### config.mk
export PLATFORM = sky130hd
export DESIGN_NAME = dtd_queue
export DESIGN_NICKNAME = d
export VERILOG_FILES = /design/src/rtl/dtd_pkg.sv /design/src/rtl/dtd_queue.sv
export SDC_FILE = /design/constraint.sdc
export NUM_CORES = 1
export LEC_CHECK = 0
export BUFFER_PORTS_ARGS = -buffer_cell sky130_fd_sc_hd__buf_2
export CAP_MARGIN = 10
export CORE_MARGIN = 2
export CORE_UTILIZATION = 56
export DETAILED_ROUTE_END_ITERATION = 10
export PLACE_DENSITY = 0.92
export REMOVE_ABC_BUFFERS = 1
export SETUP_SLACK_MARGIN = 0.1
export SYNTH_ARGS = -nofsm -noshare
export SYNTH_HDL_FRONTEND = slang
export SYNTH_SLANG_ARGS = --single-unit
### constraint.sdc
create_clock -name clk -period 6.7 [get_ports clk]
set_clock_uncertainty 0.15 [all_clocks]
set_input_delay 1.005 -clock clk [delete_from_list [all_inputs] [get_ports clk]]
set_output_delay 1.005 -clock clk [all_outputs]
set_load 0.02 [all_outputs]
### src/rtl/dtd_pkg.sv
`timescale 1ns / 1ps

package dtd_pkg;

    // Parser limits
    localparam int MAX_SIG_DIGITS_DEF = 16;
    localparam int ACC_W              = 64;
    localparam int SCALE_W            = 20;
    localparam int EXPV_W             = 20;

    // Power-of-ten table range
    localparam int K_MIN     = -323;
    localparam int K_MAX     = 308;
    localparam int ROM_DEPTH = K_MAX - K_MIN + 1;
    localparam int ROM_AW    = $clog2(ROM_DEPTH);

    // Queue between parser and multiplier
    localparam int Q_DEPTH = 2;

    // Result status codes
    localparam logic [1:0] ST_OK     = 2'd0;
    localparam logic [1:0] ST_SYNTAX = 2'd1;
    localparam logic [1:0] ST_RANGE  = 2'd2;

    // One parsed number handed to the back end
    typedef struct packed {
        logic [1:0]        status;
        logic              neg;
        logic [ACC_W-1:0]  acc;
        logic [ROM_AW-1:0] rom_idx;
    } dtd_job_t;

    // Correctly rounded 10^k, k = K_MIN..K_MAX, as binary64 bit patterns
    localparam logic [63:0] POW10_ROM [0:ROM_DEPTH-1] = '{
        64'h0000000000000002, 64'h0000000000000014, 64'h00000000000000CA, 64'h00000000000007E8,
        64'h0000000000004F10, 64'h00000000000316A2, 64'h00000000001EE257, 64'h000000000134D761,
        64'h000000000C1069CD, 64'h0000000078A42205, 64'h00000004B6695433, 64'h0000002F201D49FB,
        64'h000001D74124E3D1, 64'h000012688B70E62B, 64'h0000B8157268FDAF, 64'h000730D67819E8D2,
        64'h0031FA182C40C60D, 64'h0066789E3750F791, 64'h009C16C5C5253575, 64'h00D18E3B9B374169,
        64'h0105F1CA820511C3, 64'h013B6E3D22865634, 64'h017124E63593F5E1, 64'h01A56E1FC2F8F359,
        64'h01DAC9A7B3B7302F, 64'h0210BE08D0527E1D, 64'h0244ED8B04671DA5, 64'h027A28EDC580E50E,
        64'h02B059949B708F29, 64'h02E46FF9C24CB2F3, 64'h03198BF832DFDFB0, 64'h034FEEF63F97D79C,
        64'h0383F559E7BEE6C1, 64'h03B8F2B061AEA072, 64'h03EF2F5C7A1A488E, 64'h04237D99CC506D59,
        64'h04585D003F6488AF, 64'h048E74404F3DAADB, 64'h04C308A831868AC9, 64'h04F7CAD23DE82D7B,
        64'h052DBD86CD6238D9, 64'h05629674405D6388, 64'h05973C115074BC6A, 64'h05CD0B15A491EB84,
        64'h060226ED86DB3333, 64'h0636B0A8E891FFFF, 64'h066C5CD322B67FFF, 64'h06A1BA03F5B21000,
        64'h06D62884F31E93FF, 64'h070BB2A62FE638FF, 64'h07414FA7DDEFE3A0, 64'h0775A391D56BDC87,
        64'h07AB0C764AC6D3A9, 64'h07E0E7C9EEBC444A, 64'h081521BC6A6B555C, 64'h084A6A2B85062AB3,
        64'h0880825B3323DAB0, 64'h08B4A2F1FFECD15C, 64'h08E9CBAE7FE805B3, 64'h09201F4D0FF10390,
        64'h0954272053ED4474, 64'h098930E868E89591, 64'h09BF7D228322BAF5, 64'h09F3AE3591F5B4D9,
        64'h0A2899C2F6732210, 64'h0A5EC033B40FEA93, 64'h0A9338205089F29C, 64'h0AC8062864AC6F43,
        64'h0AFE07B27DD78B14, 64'h0B32C4CF8EA6B6EC, 64'h0B677603725064A8, 64'h0B9D53844EE47DD1,
        64'h0BD25432B14ECEA3, 64'h0C06E93F5DA2824C, 64'h0C3CA38F350B22DF, 64'h0C71E6398126F5CB,
        64'h0CA65FC7E170B33E, 64'h0CDBF7B9D9CCE00D, 64'h0D117AD428200C08, 64'h0D45D98932280F0A,
        64'h0D7B4FEB7EB212CD, 64'h0DB111F32F2F4BC0, 64'h0DE5566FFAFB1EB0, 64'h0E1AAC0BF9B9E65C,
        64'h0E50AB877C142FFA, 64'h0E84D6695B193BF8, 64'h0EBA0C03B1DF8AF6, 64'h0EF047824F2BB6DA,
        64'h0F245962E2F6A490, 64'h0F596FBB9BB44DB4, 64'h0F8FCBAA82A16121, 64'h0FC3DF4A91A4DCB5,
        64'h0FF8D71D360E13E2, 64'h102F0CE4839198DB, 64'h1063680ED23AFF89, 64'h1098421286C9BF6B,
        64'h10CE5297287C2F45, 64'h1102F39E794D9D8B, 64'h1137B08617A104EE, 64'h116D9CA79D89462A,
        64'h11A281E8C275CBDA, 64'h11D72262F3133ED1, 64'h120CEAFBAFD80E85, 64'h124212DD4DE70913,
        64'h12769794A160CB58, 64'h12AC3D79C9B8FE2E, 64'h12E1A66C1E139EDD, 64'h1316100725988694,
        64'h134B9408EEFEA839, 64'h13813C85955F2923, 64'h13B58BA6FAB6F36C, 64'h13EAEE90B964B047,
        64'h1420D51A73DEEE2D, 64'h14550A6110D6A9B8, 64'h148A4CF9550C5426, 64'h14C0701BD527B498,
        64'h14F48C22CA71A1BD, 64'h1529AF2B7D0E0A2D, 64'h15600D7B2E28C65C, 64'h159410D9F9B2F7F3,
        64'h15C91510781FB5F0, 64'h15FF5A549627A36C, 64'h16339874DDD8C623, 64'h16687E92154EF7AC,
        64'h169E9E369AA2B597, 64'h16D322E220A5B17E, 64'h1707EB9AA8CF1DDE, 64'h173DE6815302E556,
        64'h1772B010D3E1CF56, 64'h17A75C1508DA432B, 64'h17DD331A4B10D3F6, 64'h18123FF06EEA847A,
        64'h1846CFEC8AA52598, 64'h187C83E7AD4E6EFE, 64'h18B1D270CC51055F, 64'h18E6470CFF6546B6,
        64'h191BD8D03F3E9864, 64'h1951678227871F3E, 64'h1985C162B168E70E, 64'h19BB31BB5DC320D2,
        64'h19F0FF151A99F483, 64'h1A253EDA614071A4, 64'h1A5A8E90F9908E0D, 64'h1A90991A9BFA58C8,
        64'h1AC4BF6142F8EEFA, 64'h1AF9EF3993B72AB8, 64'h1B303583FC527AB3, 64'h1B6442E4FB671960,
        64'h1B99539E3A40DFB8, 64'h1BCFA885C8D117A6, 64'h1C03C9539D82AEC8, 64'h1C38BBA884E35A7A,
        64'h1C6EEA92A61C3118, 64'h1CA3529BA7D19EAF, 64'h1CD8274291C6065B, 64'h1D0E3113363787F2,
        64'h1D42DEAC01E2B4F7, 64'h1D779657025B6235, 64'h1DAD7BECC2F23AC2, 64'h1DE26D73F9D764B9,
        64'h1E1708D0F84D3DE7, 64'h1E4CCB0536608D61, 64'h1E81FEE341FC585D, 64'h1EB67E9C127B6E74,
        64'h1EEC1E43171A4A11, 64'h1F2192E9EE706E4B, 64'h1F55F7A46A0C89DD, 64'h1F8B758D848FAC55,
        64'h1FC1297872D9CBB5, 64'h1FF573D68F903EA2, 64'h202AD0CC33744E4B, 64'h2060C27FA028B0EF,
        64'h2094F31F8832DD2A, 64'h20CA2FE76A3F9475, 64'h21005DF0A267BCC9, 64'h2134756CCB01ABFB,
        64'h216992C7FDC216FA, 64'h219FF779FD329CB9, 64'h21D3FAAC3E3FA1F3, 64'h2208F9574DCF8A70,
        64'h223F37AD21436D0C, 64'h227382CC34CA2428, 64'h22A8637F41FCAD32, 64'h22DE7C5F127BD87E,
        64'h23130DBB6B8D674F, 64'h2347D12A4670C123, 64'h237DC574D80CF16B, 64'h23B29B69070816E3,
        64'h23E7424348CA1C9C, 64'h241D12D41AFCA3C3, 64'h24522BC490DDE65A, 64'h2486B6B5B5155FF0,
        64'h24BC6463225AB7EC, 64'h24F1BEBDF578B2F4, 64'h25262E6D72D6DFB0, 64'h255BBA08CF8C979D,
        64'h2591544581B7DEC2, 64'h25C5A956E225D672, 64'h25FB13AC9AAF4C0F, 64'h2630EC4BE0AD8F89,
        64'h2665275ED8D8F36C, 64'h269A71368F0F3047, 64'h26D086C219697E2C, 64'h2704A8729FC3DDB7,
        64'h2739D28F47B4D525, 64'h277023998CD10537, 64'h27A42C7FF0054685, 64'h27D9379FEC069826,
        64'h280F8587E7083E30, 64'h2843B374F06526DE, 64'h2878A0522C7E7095, 64'h28AEC866B79E0CBA,
        64'h28E33D4032C2C7F5, 64'h29180C903F7379F2, 64'h294E0FB44F50586E, 64'h2982C9D0B1923745,
        64'h29B77C44DDF6C516, 64'h29ED5B561574765B, 64'h2A225915CD68C9F9, 64'h2A56EF5B40C2FC77,
        64'h2A8CAB3210F3BB95, 64'h2AC1EAFF4A98553D, 64'h2AF665BF1D3E6A8D, 64'h2B2BFF2EE48E0530,
        64'h2B617F7D4ED8C33E, 64'h2B95DF5CA28EF40D, 64'h2BCB5733CB32B111, 64'h2C0116805EFFAEAA,
        64'h2C355C2076BF9A55, 64'h2C6AB328946F80EA, 64'h2CA0AFF95CC5B092, 64'h2CD4DBF7B3F71CB7,
        64'h2D0A12F5A0F4E3E5, 64'h2D404BD984990E6F, 64'h2D745ECFE5BF520B, 64'h2DA97683DF2F268D,
        64'h2DDFD424D6FAF031, 64'h2E13E497065CD61F, 64'h2E48DDBCC7F40BA6, 64'h2E7F152BF9F10E90,
        64'h2EB36D3B7C36A91A, 64'h2EE8488A5B445360, 64'h2F1E5AACF2156838, 64'h2F52F8AC174D6123,
        64'h2F87B6D71D20B96C, 64'h2FBDA48CE468E7C7, 64'h2FF286D80EC190DC, 64'h3027288E1271F513,
        64'h305CF2B1970E7258, 64'h309217AEFE690777, 64'h30C69D9ABE034955, 64'h30FC45016D841BAA,
        64'h3131AB20E472914A, 64'h316615E91D8F359D, 64'h319B9B6364F30304, 64'h31D1411E1F17E1E3,
        64'h32059165A6DDDA5B, 64'h323AF5BF109550F2, 64'h3270D9976A5D5297, 64'h32A50FFD44F4A73D,
        64'h32DA53FC9631D10D, 64'h3310747DDDDF22A8, 64'h3344919D5556EB52, 64'h3379B604AAACA626,
        64'h33B011C2EAABE7D8, 64'h33E41633A556E1CE, 64'h34191BC08EAC9A41, 64'h344F62B0B257C0D2,
        64'h34839DAE6F76D883, 64'h34B8851A0B548EA4, 64'h34EEA6608E29B24D, 64'h352327FC58DA0F70,
        64'h3557F1FB6F10934C, 64'h358DEE7A4AD4B81F, 64'h35C2B50C6EC4F313, 64'h35F7624F8A762FD8,
        64'h362D3AE36D13BBCE, 64'h366244CE242C5561, 64'h3696D601AD376AB9, 64'h36CC8B8218854567,
        64'h3701D7314F534B61, 64'h37364CFDA3281E39, 64'h376BE03D0BF225C7, 64'h37A16C262777579C,
        64'h37D5C72FB1552D83, 64'h380B38FB9DAA78E4, 64'h3841039D428A8B8F, 64'h38754484932D2E72,
        64'h38AA95A5B7F87A0F, 64'h38E09D8792FB4C49, 64'h3914C4E977BA1F5C, 64'h3949F623D5A8A733,
        64'h398039D665896880, 64'h39B4484BFEEBC2A0, 64'h39E95A5EFEA6B347, 64'h3A1FB0F6BE506019,
        64'h3A53CE9A36F23C10, 64'h3A88C240C4AECB14, 64'h3ABEF2D0F5DA7DD9, 64'h3AF357C299A88EA7,
        64'h3B282DB34012B251, 64'h3B5E392010175EE6, 64'h3B92E3B40A0E9B4F, 64'h3BC79CA10C924223,
        64'h3BFD83C94FB6D2AC, 64'h3C32725DD1D243AC, 64'h3C670EF54646D497, 64'h3C9CD2B297D889BC,
        64'h3CD203AF9EE75616, 64'h3D06849B86A12B9B, 64'h3D3C25C268497682, 64'h3D719799812DEA11,
        64'h3DA5FD7FE1796495, 64'h3DDB7CDFD9D7BDBB, 64'h3E112E0BE826D695, 64'h3E45798EE2308C3A,
        64'h3E7AD7F29ABCAF48, 64'h3EB0C6F7A0B5ED8D, 64'h3EE4F8B588E368F1, 64'h3F1A36E2EB1C432D,
        64'h3F50624DD2F1A9FC, 64'h3F847AE147AE147B, 64'h3FB999999999999A, 64'h3FF0000000000000,
        64'h4024000000000000, 64'h4059000000000000, 64'h408F400000000000, 64'h40C3880000000000,
        64'h40F86A0000000000, 64'h412E848000000000, 64'h416312D000000000, 64'h4197D78400000000,
        64'h41CDCD6500000000, 64'h4202A05F20000000, 64'h42374876E8000000, 64'h426D1A94A2000000,
        64'h42A2309CE5400000, 64'h42D6BCC41E900000, 64'h430C6BF526340000, 64'h4341C37937E08000,
        64'h4376345785D8A000, 64'h43ABC16D674EC800, 64'h43E158E460913D00, 64'h4415AF1D78B58C40,
        64'h444B1AE4D6E2EF50, 64'h4480F0CF064DD592, 64'h44B52D02C7E14AF6, 64'h44EA784379D99DB4,
        64'h45208B2A2C280291, 64'h4554ADF4B7320335, 64'h4589D971E4FE8402, 64'h45C027E72F1F1281,
        64'h45F431E0FAE6D721, 64'h46293E5939A08CEA, 64'h465F8DEF8808B024, 64'h4693B8B5B5056E17,
        64'h46C8A6E32246C99C, 64'h46FED09BEAD87C03, 64'h4733426172C74D82, 64'h476812F9CF7920E3,
        64'h479E17B84357691B, 64'h47D2CED32A16A1B1, 64'h48078287F49C4A1D, 64'h483D6329F1C35CA5,
        64'h48725DFA371A19E7, 64'h48A6F578C4E0A061, 64'h48DCB2D6F618C879, 64'h4911EFC659CF7D4C,
        64'h49466BB7F0435C9E, 64'h497C06A5EC5433C6, 64'h49B18427B3B4A05C, 64'h49E5E531A0A1C873,
        64'h4A1B5E7E08CA3A8F, 64'h4A511B0EC57E649A, 64'h4A8561D276DDFDC0, 64'h4ABABA4714957D30,
        64'h4AF0B46C6CDD6E3E, 64'h4B24E1878814C9CE, 64'h4B5A19E96A19FC41, 64'h4B905031E2503DA9,
        64'h4BC4643E5AE44D13, 64'h4BF97D4DF19D6057, 64'h4C2FDCA16E04B86D, 64'h4C63E9E4E4C2F344,
        64'h4C98E45E1DF3B015, 64'h4CCF1D75A5709C1B, 64'h4D03726987666191, 64'h4D384F03E93FF9F5,
        64'h4D6E62C4E38FF872, 64'h4DA2FDBB0E39FB47, 64'h4DD7BD29D1C87A19, 64'h4E0DAC74463A989F,
        64'h4E428BC8ABE49F64, 64'h4E772EBAD6DDC73D, 64'h4EACFA698C95390C, 64'h4EE21C81F7DD43A7,
        64'h4F16A3A275D49491, 64'h4F4C4C8B1349B9B5, 64'h4F81AFD6EC0E1411, 64'h4FB61BCCA7119916,
        64'h4FEBA2BFD0D5FF5B, 64'h502145B7E285BF99, 64'h50559725DB272F7F, 64'h508AFCEF51F0FB5F,
        64'h50C0DE1593369D1B, 64'h50F5159AF8044462, 64'h512A5B01B605557B, 64'h516078E111C3556D,
        64'h5194971956342AC8, 64'h51C9BCDFABC1357A, 64'h5200160BCB58C16C, 64'h52341B8EBE2EF1C7,
        64'h526922726DBAAE39, 64'h529F6B0F092959C7, 64'h52D3A2E965B9D81D, 64'h53088BA3BF284E24,
        64'h533EAE8CAEF261AD, 64'h53732D17ED577D0C, 64'h53A7F85DE8AD5C4F, 64'h53DDF67562D8B363,
        64'h5412BA095DC7701E, 64'h5447688BB5394C25, 64'h547D42AEA2879F2E, 64'h54B249AD2594C37D,
        64'h54E6DC186EF9F45C, 64'h551C931E8AB87173, 64'h5551DBF316B346E8, 64'h558652EFDC6018A2,
        64'h55BBE7ABD3781ECA, 64'h55F170CB642B133F, 64'h5625CCFE3D35D80E, 64'h565B403DCC834E12,
        64'h569108269FD210CB, 64'h56C54A3047C694FE, 64'h56FA9CBC59B83A3D, 64'h5730A1F5B8132466,
        64'h5764CA732617ED80, 64'h5799FD0FEF9DE8E0, 64'h57D03E29F5C2B18C, 64'h58044DB473335DEF,
        64'h583961219000356B, 64'h586FB969F40042C5, 64'h58A3D3E2388029BB, 64'h58D8C8DAC6A0342A,
        64'h590EFB1178484135, 64'h59435CEAEB2D28C1, 64'h59783425A5F872F1, 64'h59AE412F0F768FAD,
        64'h59E2E8BD69AA19CC, 64'h5A17A2ECC414A03F, 64'h5A4D8BA7F519C84F, 64'h5A827748F9301D32,
        64'h5AB7151B377C247E, 64'h5AECDA62055B2D9E, 64'h5B22087D4358FC82, 64'h5B568A9C942F3BA3,
        64'h5B8C2D43B93B0A8C, 64'h5BC19C4A53C4E697, 64'h5BF6035CE8B6203D, 64'h5C2B843422E3A84D,
        64'h5C6132A095CE4930, 64'h5C957F48BB41DB7C, 64'h5CCADF1AEA12525B, 64'h5D00CB70D24B7379,
        64'h5D34FE4D06DE5057, 64'h5D6A3DE04895E46D, 64'h5DA066AC2D5DAEC4, 64'h5DD4805738B51A75,
        64'h5E09A06D06E26112, 64'h5E400444244D7CAB, 64'h5E7405552D60DBD6, 64'h5EA906AA78B912CC,
        64'h5EDF485516E7577F, 64'h5F138D352E5096AF, 64'h5F48708279E4BC5B, 64'h5F7E8CA3185DEB72,
        64'h5FB317E5EF3AB327, 64'h5FE7DDDF6B095FF1, 64'h601DD55745CBB7ED, 64'h6052A5568B9F52F4,
        64'h60874EAC2E8727B1, 64'h60BD22573A28F19D, 64'h60F2357684599702, 64'h6126C2D4256FFCC3,
        64'h615C73892ECBFBF4, 64'h6191C835BD3F7D78, 64'h61C63A432C8F5CD6, 64'h61FBC8D3F7B3340C,
        64'h62315D847AD00087, 64'h6265B4E5998400A9, 64'h629B221EFFE500D4, 64'h62D0F5535FEF2084,
        64'h630532A837EAE8A5, 64'h633A7F5245E5A2CF, 64'h63708F936BAF85C1, 64'h63A4B378469B6732,
        64'h63D9E056584240FE, 64'h64102C35F729689F, 64'h6444374374F3C2C6, 64'h647945145230B378,
        64'h64AF965966BCE056, 64'h64E3BDF7E0360C36, 64'h6518AD75D8438F43, 64'h654ED8D34E547314,
        64'h6583478410F4C7EC, 64'h65B819651531F9E8, 64'h65EE1FBE5A7E7861, 64'h6622D3D6F88F0B3D,
        64'h665788CCB6B2CE0C, 64'h668D6AFFE45F818F, 64'h66C262DFEEBBB0F9, 64'h66F6FB97EA6A9D38,
        64'h672CBA7DE5054486, 64'h6761F48EAF234AD4, 64'h679671B25AEC1D89, 64'h67CC0E1EF1A724EB,
        64'h680188D357087713, 64'h6835EB082CCA94D7, 64'h686B65CA37FD3A0D, 64'h68A11F9E62FE4448,
        64'h68D56785FBBDD55A, 64'h690AC1677AAD4AB1, 64'h6940B8E0ACAC4EAF, 64'h6974E718D7D7625A,
        64'h69AA20DF0DCD3AF1, 64'h69E0548B68A044D6, 64'h6A1469AE42C8560C, 64'h6A498419D37A6B8F,
        64'h6A7FE52048590673, 64'h6AB3EF342D37A408, 64'h6AE8EB0138858D0A, 64'h6B1F25C186A6F04C,
        64'h6B537798F4285630, 64'h6B88557F31326BBB, 64'h6BBE6ADEFD7F06AA, 64'h6BF302CB5E6F642A,
        64'h6C27C37E360B3D35, 64'h6C5DB45DC38E0C82, 64'h6C9290BA9A38C7D1, 64'h6CC734E940C6F9C6,
        64'h6CFD022390F8B837, 64'h6D3221563A9B7323, 64'h6D66A9ABC9424FEB, 64'h6D9C5416BB92E3E6,
        64'h6DD1B48E353BCE70, 64'h6E0621B1C28AC20C, 64'h6E3BAA1E332D728F, 64'h6E714A52DFFC6799,
        64'h6EA59CE797FB817F, 64'h6EDB04217DFA61DF, 64'h6F10E294EEBC7D2C, 64'h6F451B3A2A6B9C76,
        64'h6F7A6208B5068394, 64'h6FB07D457124123D, 64'h6FE49C96CD6D16CC, 64'h7019C3BC80C85C7F,
        64'h70501A55D07D39CF, 64'h708420EB449C8843, 64'h70B9292615C3AA54, 64'h70EF736F9B3494E9,
        64'h7123A825C100DD11, 64'h7158922F31411456, 64'h718EB6BAFD91596B, 64'h71C33234DE7AD7E3,
        64'h71F7FEC216198DDC, 64'h722DFE729B9FF153, 64'h7262BF07A143F6D4, 64'h72976EC98994F489,
        64'h72CD4A7BEBFA31AB, 64'h73024E8D737C5F0B, 64'h7336E230D05B76CD, 64'h736C9ABD04725481,
        64'h73A1E0B622C774D0, 64'h73D658E3AB795204, 64'h740BEF1C9657A686, 64'h74417571DDF6C814,
        64'h7475D2CE55747A18, 64'h74AB4781EAD1989E, 64'h74E10CB132C2FF63, 64'h75154FDD7F73BF3C,
        64'h754AA3D4DF50AF0B, 64'h7580A6650B926D67, 64'h75B4CFFE4E7708C0, 64'h75EA03FDE214CAF1,
        64'h7620427EAD4CFED6, 64'h7654531E58A03E8C, 64'h768967E5EEC84E2F, 64'h76BFC1DF6A7A61BB,
        64'h76F3D92BA28C7D15, 64'h7728CF768B2F9C5A, 64'h775F03542DFB8370, 64'h779362149CBD3226,
        64'h77C83A99C3EC7EB0, 64'h77FE494034E79E5C, 64'h7832EDC82110C2F9, 64'h7867A93A2954F3B8,
        64'h789D9388B3AA30A5, 64'h78D27C35704A5E67, 64'h79071B42CC5CF601, 64'h793CE2137F743382,
        64'h79720D4C2FA8A031, 64'h79A6909F3B92C83D, 64'h79DC34C70A777A4D, 64'h7A11A0FC668AAC70,
        64'h7A46093B802D578C, 64'h7A7B8B8A6038AD6F, 64'h7AB137367C236C65, 64'h7AE585041B2C477F,
        64'h7B1AE64521F7595E, 64'h7B50CFEB353A97DB, 64'h7B8503E602893DD2, 64'h7BBA44DF832B8D46,
        64'h7BF06B0BB1FB384C, 64'h7C2485CE9E7A065F, 64'h7C59A742461887F6, 64'h7C9008896BCF54FA,
        64'h7CC40AABC6C32A38, 64'h7CF90D56B873F4C7, 64'h7D2F50AC6690F1F8, 64'h7D63926BC01A973B,
        64'h7D987706B0213D0A, 64'h7DCE94C85C298C4C, 64'h7E031CFD3999F7B0, 64'h7E37E43C8800759C,
        64'h7E6DDD4BAA009303, 64'h7EA2AA4F4A405BE2, 64'h7ED754E31CD072DA, 64'h7F0D2A1BE4048F90,
        64'h7F423A516E82D9BA, 64'h7F76C8E5CA239029, 64'h7FAC7B1F3CAC7433, 64'h7FE1CCF385EBC8A0
    };

endpackage

### src/rtl/dtd_queue.sv
`timescale 1ns / 1ps

module dtd_queue (
    input  logic              clk,
    input  logic              rst_n,
    input  logic              wr_en,
    input  dtd_pkg::dtd_job_t wr_data,
    input  logic              rd_en,
    output dtd_pkg::dtd_job_t rd_data,
    output logic              full,
    output logic              empty
);

    localparam int DEPTH = dtd_pkg::Q_DEPTH;
    localparam int PW    = $clog2(DEPTH);

    dtd_pkg::dtd_job_t mem [0:DEPTH-1];
    logic [PW-1:0]     wp_reg, rp_reg;
    logic [PW:0]       cnt_reg;

    assign full    = (cnt_reg == (PW+1)'(DEPTH));
    assign empty   = (cnt_reg == '0);
    assign rd_data = mem[rp_reg];

    // Storage
    always_ff @(posedge clk)
    begin
        if (wr_en)
            mem[wp_reg] <= wr_data;
    end

    // Pointers and fill count
    always_ff @(posedge clk or negedge rst_n)
    begin
        if (!rst_n)
        begin
            wp_reg  <= '0;
            rp_reg  <= '0;
            cnt_reg <= '0;
        end
        else
        begin
            if (wr_en)
                wp_reg <= (wp_reg == PW'(DEPTH - 1)) ? '0 : wp_reg + 1'b1;
            if (rd_en)
                rp_reg <= (rp_reg == PW'(DEPTH - 1)) ? '0 : rp_reg + 1'b1;
            if (wr_en && !rd_en)
                cnt_reg <= cnt_reg + 1'b1;
            else if (rd_en && !wr_en)
                cnt_reg <= cnt_reg - 1'b1;
        end
    end

endmodule

**After elaboration in Yosys (flattened, before gate mapping)**

Memory sizes are Yosys's and may differ from the RTL's.
Index checks and enable logic that the tools add are counted.

- Flip-flop bits (word level): 4
- Memory bits (writable): 154
- Input port bits: 81
- Word-level logic and storage cells: 21
- Memories kept: 1

- Add/subtract/negate cells: 4
- Equal/unequal tests: 1
- Mux-type cells: 6
- Reductions and logical operators: 6

Memories:

| memory | depth | width | read ports | clocked after Yosys merged registers in | wr ports | line | text |
|---|---|---|---|---|---|---|---|
| mem | 2 | 77 | 1 | 0 | 1 | dtd_queue.sv:17 | `dtd_pkg::dtd_job_t mem [0:DEPTH-1];` |

Operators by type and width:

| cell | count |
|---|---|
| $mux 1 | 4 |
| $mux 2 | 2 |
| $add 1x1->1 const B | 2 |
| $add 2x1->2 const B | 1 |
| $eq 2x2->1 const B | 1 |
| $logic_and 1x1->1 | 2 |
| $logic_not 1->1 | 2 |
| $logic_not 2->1 | 1 |
| $reduce_bool 2->1 | 1 |
| $sub 2x1->2 const B | 1 |

**Longest topological paths before layout**

- Word-level depth: 4
- Gate-level depth with buffers: 5

**Worst setup path after synthesis**

Ideal clock, no wire load.

- Kind: input to register
- Start: input port wr_en
- End: memory mem[0][0] in the netlist's numbering, enable pin
- Arrival time: 4.375 ns
- Setup slack: 1.653 ns
- Stages: 1
- Cells stage by stage: nor2b_1

- Longest elaborated chain between the ends: 2

RTL lines:

| item | line | text |
|---|---|---|
| start, declared | dtd_queue.sv:6 | `input logic wr_en,` |
| $mux 1 | dtd_queue.sv:28 | `if (wr_en)` |
| $mux 1 (not written as such) | dtd_queue.sv:29 | `mem[wp_reg] <= wr_data;` |
| end, declared | dtd_queue.sv:17 |  |

Every way passes these cells.

==> metrics <==
status complete, no violations; core footprint 10230 um^2; crit path DAT 2.34 ns; CTS buffer count 17; CP endpoint rd_data[13]; cell row count 37; Max-slew headroom 24.42%; Reg-to-Reg End mem[0][45]; drt initial violations 140; Layout Nets between 500 and 600; max reg flops between 150 and 200; vias in the first global route 3038; Leak around 2.9 nW; dominant cell type by area after synthesis edfxtp_1; Critical path origin rp_reg; Comb power frac 26.7%; Post-CTS Resized 0; H-tree depth 4; post-route ant nets 0; Final min period roughly 3.5 ns; post-synthesis adder-cell area fraction 0.2149%; GRT Total Usage 18.15%; P_sw 1.009 mW; Max Cap Viol 0; die area around 11000 um^2; clk slew on worst S/H paths 0.06 ns; fin. max-slew vios 0; clock power share 30.6%; Distinct cells, synth 13; syn avg cell area 22.75 um^2; max frequency about 0.29 GHz; grt ovf 0; Area Overhead vs Synth 27.10%; hold-fix buffers at CTS 0; CTS tree yes; post-synth top area share 79.42%; total power 3.439 mW; RSZ-0062 raised after global routing false; final hold vios 0; # DRC 0; final setup TNS 0 ns; width of the die approximately 110 um; Worst Path Class, Setup reg2out; ranking of synthesized cells by area edfxtp_1 79%, mux2_2 11%, mux2_4 5.2%; VDD IR-drop max 0.3794 mV; worst-margin pin slew 1.134 ns; critical path capture point type output port; share of cells above drive strength 1 61.28%; Initial Utilization 56.92%; first-pass GRT wire length 15050 um; Synth Area in Compound Gates 0%; CTS max path bufs 2; mapped cell area 5823 um^2; clk_lat worst skew 0.52 ns; Reg2Reg Setup Slack 4.33 ns; pin count of the biggest net entering global routing slightly below 80; area share of and/or/nand/nor cells after synthesis 0.4512%; Vert. Die Dim 106.0 um; Avg WL per Cell 17.02 um; WL final between 9000 and 10000 um; worst hold slack 0.1289 ns; part of the Yosys area used for sequential elements 81.13%; antenna violations before repair 0; Worst Hold Class in2async; WP data required 5.54 ns; clk root buf clkbuf_8; pwr dens 464.7 nW/um^2; Crit Reg-Reg Startpoint wp_reg; fin crit share a little over half; R2R cell count 2; clock sinks 158; vias 2918; routability congestion estimate approximately 0.69; Worst Path Max Fanout 78; #FFs+latches synth 158; Post-CTS Setup Bufs 0; Int Power between 2 and 2.5 mW; Port Buffer Count 159; critical path launch point type flop; dpl hpwl 6324 um; most frequent cells in the layout 159 x buf_2, 154 x edfxtp_1, 57 x mux2_2; Final Setup Violations 0; post-synthesis mux area share between 15 and 20%; XOR/XNOR Fraction of Synth Area less than 1%; I/O pin cnt 160; # diodes 0; Cells after Synth 256; leading cell type in the layout, fill and taps excluded buf_2; Via density 5.075; YS warnings 0; First-pass DRT Iterations 5; largest family of logic cells by synthesized area multiplexers; fillers 641; register share of total power 42.6%; Sw Ratio 29.33%
## worst max-delay path, cell delays in order (launching register included)
cell,delay (ns)
dfrtp_4,1.18
mux2_2,0.44
buf_2,0.16
## cell usage after synthesis (all sizes together)
cell type / instances
and2: 1
buf: 9
dfrtp: 4
edfxtp: 154
ha: 1
inv: 1
mux2: 77
nor2: 2
nor2b: 2
xnor2: 1
xor2: 4
## metal layers
layer | wire, um | global-route usage [%] | up-vias
li1 | - | - | 1351
met1 | 3786 | 21.43 | 1427
met2 | 5110 | 30.18 | 121
met3 | 682 | 5.763 | 19
met4 | 205 | 9.117 | 0
met5 | 0 | 0 | -
## worst min-delay path by stage
stage               startpoint    endpoint  slack (ns)  cells past startpoint
floorplan               wp_reg      wp_reg        0.31                      1
global placement    cnt_reg[1]  cnt_reg[1]        0.33                      1
detailed placement  cnt_reg[1]  cnt_reg[1]        0.34                      1
CTS                      rst_n      rp_reg         0.1                      1
global route             rst_n      wp_reg        0.10                      1
finish                   rst_n      rp_reg        0.13                      1
## power groups by stage
stage | Sequential (mW) | Clock [mW] | Combinational (mW)
after floorplan | 1.45 | 0 | 0.674
after global placement | 1.47 | 0 | 0.914
after detailed placement | 1.49 | 0 | 0.928
after CTS | 1.47 | 1.07 | 0.931
after global routing | 1.49 | 1.11 | 0.973
final | 1.47 | 1.05 | 0.919
## area by class of cell
type / count / area, um^2 / area share (%)
clock inverter: 10 / 207.7 / 2.806
inverter: 1 / 3.754 / 0.05072
tap: 136 / 170.2 / 2.299
clock buffer: 22 / 452.9 / 6.120
multi-input combinational: 88 / 1035 / 13.98
timing repair buffer: 160 / 803.3 / 10.85
sequential: 158 / 4728 / 63.89
## through the flow
step                cell area [um^2]  instances  setup slack, ns  utilization [%]
global route                    7401        575            3.100            72.34
global placement                6740        543            3.580            65.88
floorplan                       5753        247            1.653                -
finish                          7401        575            3.207            72.34
CTS                             7401        575            3.174            72.34
detailed placement              6740        543            3.545            65.88
## cell families (layout without fill, tap and decap cells)
| family | after synthesis | count (layout) |
|---|---|---|
| DFF | 158 | 158 |
| muxes | 77 | 77 |
| buffers and inverters | 10 | 193 |
| xor gates and xnor gates | 5 | 5 |
| and+or+nand+nor | 5 | 5 |
| adders and majority gates | 1 | 1 |
Note: power is estimated with default switching activity, not from simulation.
